==> src/design/ioc_pkg.sv <==
// Shared types and constants of the IPv4 option area checker.
`timescale 1ns / 1ps
`default_nettype none

package ioc_pkg;

  localparam logic [5:0] MAX_AREA_BYTES = 6'd40;

  localparam logic [7:0] OPT_EOL   = 8'd0;
  localparam logic [7:0] OPT_NOP   = 8'd1;
  localparam logic [7:0] OPT_ALERT = 8'd148;

  localparam logic [7:0] OPT_MIN_LEN   = 8'd2;
  localparam logic [7:0] ALERT_OPT_LEN = 8'd4;

  typedef enum logic [1:0] {
    VERDICT_NONE = 2'd0,
    VERDICT_OK   = 2'd1,
    VERDICT_BAD  = 2'd2
  } verdict_e;

  typedef enum logic [2:0] {
    PH_TYPE    = 3'd0,
    PH_LEN     = 3'd1,
    PH_BODY    = 3'd2,
    PH_PAD     = 3'd3,
    PH_SWALLOW = 3'd4
  } phase_e;

  typedef struct packed {
    logic end_seen;
    logic pad_bad;
    logic fault;
    logic alert;
  } flags_t;

endpackage

`default_nettype wire

==> src/design/ipv4_options_checker_core.sv <==
// Top level of the IPv4 option area checker: byte walk and result register.
//
//   Channel  Direction  Handshake                 Payload
//   in       input      in_valid_i / in_ready_o   option_byte_i, area_length_i
//   out      output     out_valid_o / out_ready_i verdict_o ... alert_value_o
//
// One option byte is taken per cycle while in_ready_o is high; the walk state updates in the same edge.
// A header's result is registered on the edge that takes its last byte (or its
// only word when the area length is zero) and is shown from the cycle after that edge.
// A waiting result stalls input only while out_ready_i is low.
// Reset clears the walk state and empties the result register.
`timescale 1ns / 1ps
`default_nettype none

module ipv4_options_checker_core (
  input  wire logic        clk_i,
  input  wire logic        rst_ni,
  input  wire logic        in_valid_i,
  output logic             in_ready_o,
  input  wire logic [7:0]  option_byte_i,
  input  wire logic [5:0]  area_length_i,
  output logic             out_valid_o,
  input  wire logic        out_ready_i,
  output logic [1:0]       verdict_o,
  output logic [5:0]       area_bytes_o,
  output logic [5:0]       option_count_o,
  output logic [5:0]       noop_count_o,
  output logic             saw_end_marker_o,
  output logic             bad_padding_o,
  output logic             fault_valid_o,
  output logic [5:0]       fault_offset_o,
  output logic             alert_present_o,
  output logic [15:0]      alert_value_o
);

  ioc_pkg::phase_e phase_q, phase_d;
  logic [5:0]      pos_q, pos_d;
  logic [5:0]      len_q, len_d;
  logic [5:0]      start_q, start_d;
  logic [5:0]      body_q, body_d;
  logic            in_alert_q, in_alert_d;
  logic [15:0]     shift_q, shift_d;
  logic [5:0]      opt_cnt_q, opt_cnt_d;
  logic [5:0]      nop_cnt_q, nop_cnt_d;
  ioc_pkg::flags_t flags_q, flags_d;

  logic            out_valid_q, out_valid_d;
  logic [1:0]      verdict_q, verdict_d;
  logic [5:0]      area_bytes_q, area_bytes_d;
  logic [5:0]      option_count_q, option_count_d;
  logic [5:0]      noop_count_q, noop_count_d;
  logic            end_q, end_d;
  logic            pad_q, pad_d;
  logic            fault_q, fault_d;
  logic [5:0]      offset_q, offset_d;
  logic            alert_q, alert_d;
  logic [15:0]     alert_value_q, alert_value_d;

  logic            accept;
  logic            emit;
  logic [5:0]      len_cur;
  logic [5:0]      left;
  logic [6:0]      pos_next;
  logic            last_byte;
  logic            zero_hdr;

  assign in_ready_o = !out_valid_q || out_ready_i;
  assign accept     = in_valid_i && in_ready_o;

  always_comb begin
    phase_d    = phase_q;
    pos_d      = pos_q;
    len_d      = len_q;
    start_d    = start_q;
    body_d     = body_q;
    in_alert_d = in_alert_q;
    shift_d    = shift_q;
    opt_cnt_d  = opt_cnt_q;
    nop_cnt_d  = nop_cnt_q;
    flags_d    = flags_q;
    zero_hdr   = 1'b0;
    len_cur    = len_q;

    if (pos_q == 6'd0) begin
      len_cur = (area_length_i > ioc_pkg::MAX_AREA_BYTES) ? ioc_pkg::MAX_AREA_BYTES
                                                         : area_length_i;
      zero_hdr = (len_cur == 6'd0);
    end
    len_d     = len_cur;
    left      = len_cur - start_q;
    pos_next  = {1'b0, pos_q} + 7'd1;
    last_byte = pos_next >= {1'b0, len_cur};
    pos_d     = pos_next[5:0];

    unique case (phase_q)
      ioc_pkg::PH_TYPE: begin
        if (option_byte_i == ioc_pkg::OPT_EOL) begin
          opt_cnt_d        = opt_cnt_q + 6'd1;
          flags_d.end_seen = 1'b1;
          phase_d          = ioc_pkg::PH_PAD;
        end else if (option_byte_i == ioc_pkg::OPT_NOP) begin
          opt_cnt_d = opt_cnt_q + 6'd1;
          nop_cnt_d = nop_cnt_q + 6'd1;
        end else if (last_byte) begin
          flags_d.fault = 1'b1;
          start_d       = pos_q;
          phase_d       = ioc_pkg::PH_SWALLOW;
        end else begin
          start_d    = pos_q;
          in_alert_d = (option_byte_i == ioc_pkg::OPT_ALERT);
          phase_d    = ioc_pkg::PH_LEN;
        end
      end
      ioc_pkg::PH_LEN: begin
        if (option_byte_i < ioc_pkg::OPT_MIN_LEN || option_byte_i > {2'b00, left}) begin
          flags_d.fault = 1'b1;
          phase_d       = ioc_pkg::PH_SWALLOW;
        end else begin
          opt_cnt_d = opt_cnt_q + 6'd1;
          if (in_alert_q && option_byte_i != ioc_pkg::ALERT_OPT_LEN) begin
            flags_d.fault = 1'b1;
            phase_d       = ioc_pkg::PH_SWALLOW;
          end else begin
            body_d  = option_byte_i[5:0] - 6'd2;
            phase_d = (body_d != 6'd0) ? ioc_pkg::PH_BODY : ioc_pkg::PH_TYPE;
          end
        end
      end
      ioc_pkg::PH_BODY: begin
        if (in_alert_q) begin
          shift_d = {shift_q[7:0], option_byte_i};
        end
        if (body_q != 6'd0) begin
          body_d = body_q - 6'd1;
        end
        if (body_d == 6'd0) begin
          if (in_alert_q) begin
            flags_d.alert = 1'b1;
          end
          phase_d = ioc_pkg::PH_TYPE;
        end
      end
      ioc_pkg::PH_PAD: begin
        if (option_byte_i != 8'd0) begin
          flags_d.pad_bad = 1'b1;
          flags_d.fault   = 1'b1;
          start_d         = pos_q;
          phase_d         = ioc_pkg::PH_SWALLOW;
        end
      end
      ioc_pkg::PH_SWALLOW: begin
      end
      default: begin
        phase_d = ioc_pkg::PH_TYPE;
      end
    endcase

    emit = zero_hdr || last_byte;

    if (zero_hdr) begin
      verdict_d      = ioc_pkg::VERDICT_NONE;
      area_bytes_d   = 6'd0;
      option_count_d = 6'd0;
      noop_count_d   = 6'd0;
      end_d          = 1'b0;
      pad_d          = 1'b0;
      fault_d        = 1'b0;
      offset_d       = 6'd0;
      alert_d        = 1'b0;
      alert_value_d  = 16'd0;
    end else begin
      verdict_d      = flags_d.fault ? ioc_pkg::VERDICT_BAD : ioc_pkg::VERDICT_OK;
      area_bytes_d   = len_cur;
      option_count_d = opt_cnt_d;
      noop_count_d   = nop_cnt_d;
      end_d          = flags_d.end_seen;
      pad_d          = flags_d.pad_bad;
      fault_d        = flags_d.fault;
      offset_d       = flags_d.fault ? start_d : 6'd0;
      alert_d        = flags_d.alert;
      alert_value_d  = flags_d.alert ? shift_d : 16'd0;
    end

    if (emit) begin
      phase_d    = ioc_pkg::PH_TYPE;
      pos_d      = 6'd0;
      len_d      = 6'd0;
      start_d    = 6'd0;
      body_d     = 6'd0;
      in_alert_d = 1'b0;
      shift_d    = 16'd0;
      opt_cnt_d  = 6'd0;
      nop_cnt_d  = 6'd0;
      flags_d    = '0;
    end

    if (accept && emit) begin
      out_valid_d = 1'b1;
    end else if (out_ready_i) begin
      out_valid_d = 1'b0;
    end else begin
      out_valid_d = out_valid_q;
    end
  end

  always_ff @(posedge clk_i or negedge rst_ni) begin
    if (!rst_ni) begin
      phase_q     <= ioc_pkg::PH_TYPE;
      pos_q       <= 6'd0;
      len_q       <= 6'd0;
      start_q     <= 6'd0;
      body_q      <= 6'd0;
      in_alert_q  <= 1'b0;
      shift_q     <= 16'd0;
      opt_cnt_q   <= 6'd0;
      nop_cnt_q   <= 6'd0;
      flags_q     <= '0;
      out_valid_q <= 1'b0;
    end else begin
      out_valid_q <= out_valid_d;
      if (accept) begin
        phase_q    <= phase_d;
        pos_q      <= pos_d;
        len_q      <= len_d;
        start_q    <= start_d;
        body_q     <= body_d;
        in_alert_q <= in_alert_d;
        shift_q    <= shift_d;
        opt_cnt_q  <= opt_cnt_d;
        nop_cnt_q  <= nop_cnt_d;
        flags_q    <= flags_d;
      end
    end
  end

  always_ff @(posedge clk_i) begin
    if (accept && emit) begin
      verdict_q      <= verdict_d;
      area_bytes_q   <= area_bytes_d;
      option_count_q <= option_count_d;
      noop_count_q   <= noop_count_d;
      end_q          <= end_d;
      pad_q          <= pad_d;
      fault_q        <= fault_d;
      offset_q       <= offset_d;
      alert_q        <= alert_d;
      alert_value_q  <= alert_value_d;
    end
  end

  assign out_valid_o      = out_valid_q;
  assign verdict_o        = verdict_q;
  assign area_bytes_o     = area_bytes_q;
  assign option_count_o   = option_count_q;
  assign noop_count_o     = noop_count_q;
  assign saw_end_marker_o = end_q;
  assign bad_padding_o    = pad_q;
  assign fault_valid_o    = fault_q;
  assign fault_offset_o   = offset_q;
  assign alert_present_o  = alert_q;
  assign alert_value_o    = alert_value_q;

endmodule

`default_nettype wire

==> config.mk <==
export PLATFORM = sky130hd
export DESIGN_NAME = ipv4_options_checker_core
export DESIGN_NICKNAME = d
export VERILOG_FILES = /design/src/design/ioc_pkg.sv /design/src/design/ipv4_options_checker_core.sv
export SDC_FILE = /design/constraint.sdc
export NUM_CORES = 1
export LEC_CHECK = 0
export BUFFER_PORTS_ARGS = -buffer_cell sky130_fd_sc_hd__buf_2
export CAP_MARGIN = 20
export CORE_MARGIN = 2
export CORE_UTILIZATION = 44
export CTS_CLUSTER_SIZE = 16
export DETAILED_ROUTE_END_ITERATION = 7
export GPL_ROUTABILITY_DRIVEN = 0
export PLACE_DENSITY = 0.71
export SYNTH_ARGS = -nofsm -noshare
export SYNTH_HDL_FRONTEND = slang
export SYNTH_SLANG_ARGS = --single-unit
==> constraint.sdc <==
create_clock -name clk_i -period 5.8 [get_ports clk_i]
set_clock_uncertainty 0.1 [all_clocks]
set_input_delay 0.58 -clock clk_i [delete_from_list [all_inputs] [get_ports clk_i]]
set_output_delay 0.58 -clock clk_i [all_outputs]
set_load 0.005 [all_outputs]
==> results by group <==
Placement
  • Cell area reported after detailed placement: between 6000 and 7000 um2
  • Number of port buffers: 65
  • Pre-CTS setup slack: between 0.4 and 0.5 ns
  • Placed wire-length estimate: approximately 9600 um

Die
  • Horizontal extent of the die: 118.7 um
  • Number of core rows: 41
  • Die ar.: 14080 um2
  • I/O pin count: 66
  • Die extent in y: roughly 120 um
  • Effective utilization at floorplan: 45.48%
  • Core Region: roughly 13000 um2

Timing
  • Final number of setup-violating endpoints: 0
  • Total count of max-transition violations in the final report: 0
  • Actual slew at the worst max-slew pin: 0.9522 ns
  • RSZ-0062 raised after global routing: false
  • Count of endpoints failing hold in the final timing report: 0
  • Final worst slack: 0.3983 ns
  • Part of the cycle the worst path needs: 93.13%
  • Worst slew margin relative to its limit: 35.62%
  • Summed negative setup slack over all endpoints: 0 ns
  • Final period demand of the worst path: 5.402 ns
  • Maximum clock rate: 185.1 MHz
  • Hold Slack: 0.2998 ns

Finish
  • Final standard cell area without fillers: 6596 um2
  • Number of nets in the final layout: 664
  • Share of post-route cells with drive strength above 1: between 10% and 20%
  • Area growth syn-to-layout: 14.01%
  • Fill count: 1164
  • Final Util: 51.85%
  • # diodes: 0

Synth
  • Leading post-synthesis cells by cell area: dfrtp_1, edfxtp_1, a22o_1
  • Avg Inst Size Synth: 10.28 um2
  • Synth Flop Type: dfrtp_1
  • Number of library cell types mapped by synthesis: 66
  • Area share of the leading cell type in the synthesized netlist: a little over a quarter
  • Async set or reset register ratio after synthesis: 57.55%
  • Most repeated cell in the gate-level netlist after synthesis: nand2_1
  • Leading area contributor after synthesis: dfrtp_1
  • Top cells by instance count after synthesis: nand2_1, dfrtp_1, nor2_1
  • Count of flip-flops with a built-in enable after synthesis: 45
  • Seq/Total Area, Yosys: 49.74%
  • Number of nets produced by synthesis: 606
  • Instance count of the mapped netlist: between 500 and 600
  • Ys Warns: 0
  • Synthesized flop and latch total: 106
  • Cell area after technology mapping: just under 6000 um2

GRT
  • GR Overflow Total: 0
  • Tot GR Track Use: 20.17%
  • Number of global-route vias before repair: 4611
  • Pin count of the biggest net entering global routing: 62
  • Wire length of the first global-routing pass: 22890 um
  • Initial antenna violation count: 0

Worst hold path
  • Class of the worst hold path: input port to async pin

Clock tree
  • Clock latency at the later pin of the worst-skew pair: 0.35 ns
  • CTS sink count: 106
  • H-tree depth: 3
  • Clock-pin transition on the worst setup and hold timing paths: ~0.070 ns
  • Number of buffers created by CTS: 9
  • Root buffer cell: clkbuf_16
  • Buffer depth of the longest clock path: 2
  • Hold buffers post-CTS: 0
  • CTS tree: built
  • Post-CTS setup buffers: 0

Critical path
  • R2R Path End: option_count_o[5]$_SDFFCE_PP0P_
  • FF-to-FF Start: pos_q[2]$_DFFE_PN0P_
  • Worst setup SP type: flop
  • Worst setup startpoint: pos_q[2]$_DFFE_PN0P_
  • Start-to-end type of the worst setup path: flop to flop
  • Top fanout value on the critical path: 11
  • Reg2Reg Depth: 18
  • Sort of element at the end of the critical path: flop
  • Worst EP required: 5.90 ns
  • Worst R2R Setup Slack: 0.40 ns
  • CP Data Arrival Time: between 5 and 6 ns

Routing
  • Post-Route WL: 13630 um
  • Residual DRC count: 0
  • Total via count after detailed routing: 4535
  • Residual antenna-violating net count after detailed routing: 0
  • 1st-pass router iterations: 5
  • Routed length per instance: 17.08 um
  • Iteration-0 DRC Markers: around 400
  • Vias per std cell: 5.683

Power
  • Proportion of total power due to net switching: 40.57%
  • Leakage power total: 2.788 nW
  • Sequential power share: about a third
  • Logic gate share of total power: approximately 47%
  • Internal Pwr Total: approximately 2 mW
  • Total power divided by cell area: 513.4 nW/um2
  • Clock group share of total power: 18.8%
  • VDD IR max: 232.1 uV
  • NetSw: 1.374 mW

Run status
  • Outcome: finished clean

Run
  • Number of violations of the max-capacitance limit: 0
[metal layers]
layer	up-vias	GRT usage, %	wire length [um]
met1	2235	25.95	5931
met3	24	4.054	736
met2	125	33.37	6684
li1	2151	-	-
met5	-	0	0
met4	0	7.961	276
[stage by stage]
stage | instances | total power, mW
CTS | 797 | 3.390
global route | 798 | 3.638
detailed placement | 781 | 2.743
global placement | 781 | 2.681
floorplan | 563 | 2.263
finish | 798 | 3.387
[cell type report]
| cell class | count | area [um2] | share of cell area [%] |
|---|---|---|---|
| sequential | 106 | 2878 | 43.63 |
| multi-input combinational | 401 | 2673 | 40.52 |
| inverter | 27 | 101.3 | 1.536 |
| tap | 172 | 215.2 | 3.263 |
| clock buffer | 11 | 252.7 | 3.832 |
| clock inverter | 5 | 62.56 | 0.9484 |
| timing repair buffer | 76 | 414.1 | 6.278 |
[repair_timing]
action | in CTS | in global routing
setup endpoints to repair | 0 | 7
gates resized for setup | 0 | 1
endpoints found under the hold margin | 0 | 0
[placed cells by master (no fill, tap or decap), drive strengths merged, types with 4 or more instances in the layout]
cell	instances
buf	75
nand2	74
dfrtp	61
nor2	49
edfxtp	45
a21oi	40
a22o	38
inv	27
o21ai	26
ha	24
nor3	18
xnor2	14
clkbuf	12
mux2i	10
nand3	10
xor2	9
a21o	7
and2	6
mux2	5
o21a	5
o31ai	5
nand2b	4
nand3b	4
a32o	4
nor4	4
[cell families after synthesis]
kind of cell | share of synthesized area [%]
flip-flops | 49.74
AND/OR/NAND/NOR | 16.50
XOR/XNOR | 3.482
AO/OA/AOI/OAI | 17.93
buffers and inverters | 4.109
multiplexers | 2.703
adder cells (fa/ha/maj) | 5.536
[power by group through the flow]
stage	Combinational [mW]	Sequential (mW)	Clock, mW
final	1.59	1.16	0.636
after global routing	1.78	1.19	0.674
after CTS	1.58	1.16	0.648
after detailed placement	1.57	1.17	0
after global placement	1.51	1.17	0
after floorplan	1.11	1.15	0
[critical path, stage by stage (launching register included)]
cell,delay [ns]
dfrtp_1,0.48
nor4_1,0.47
nand2_1,0.34
nor2_2,0.35
a22o_1,0.24
ha_1,0.24
nor2b_1,0.12
o21ai_0,0.15
nand2b_1,0.10
a21o_1,0.18
a21oi_1,0.17
xnor2_1,0.15
ha_1,0.27
a2111oi_0,0.55
o21a_1,0.22
a21o_1,0.21
a21oi_1,0.19
or4_1,0.56
a21oi_1,0.17
[worst max-delay path by stage]
stage,depth (start not counted),slack (ns),to
CTS,18,0.42,option_count_o[5]$_SDFFCE_PP0P_
detailed placement,18,0.48,option_count_o[5]$_SDFFCE_PP0P_
floorplan,19,1.22,option_count_o[5]$_SDFFCE_PP0P_
global placement,18,0.77,option_count_o[5]$_SDFFCE_PP0P_
finish,18,0.40,option_count_o[5]$_SDFFCE_PP0P_
global route,18,0.03,option_count_o[5]$_SDFFCE_PP0P_
Power figures use the tool's default switching activity.
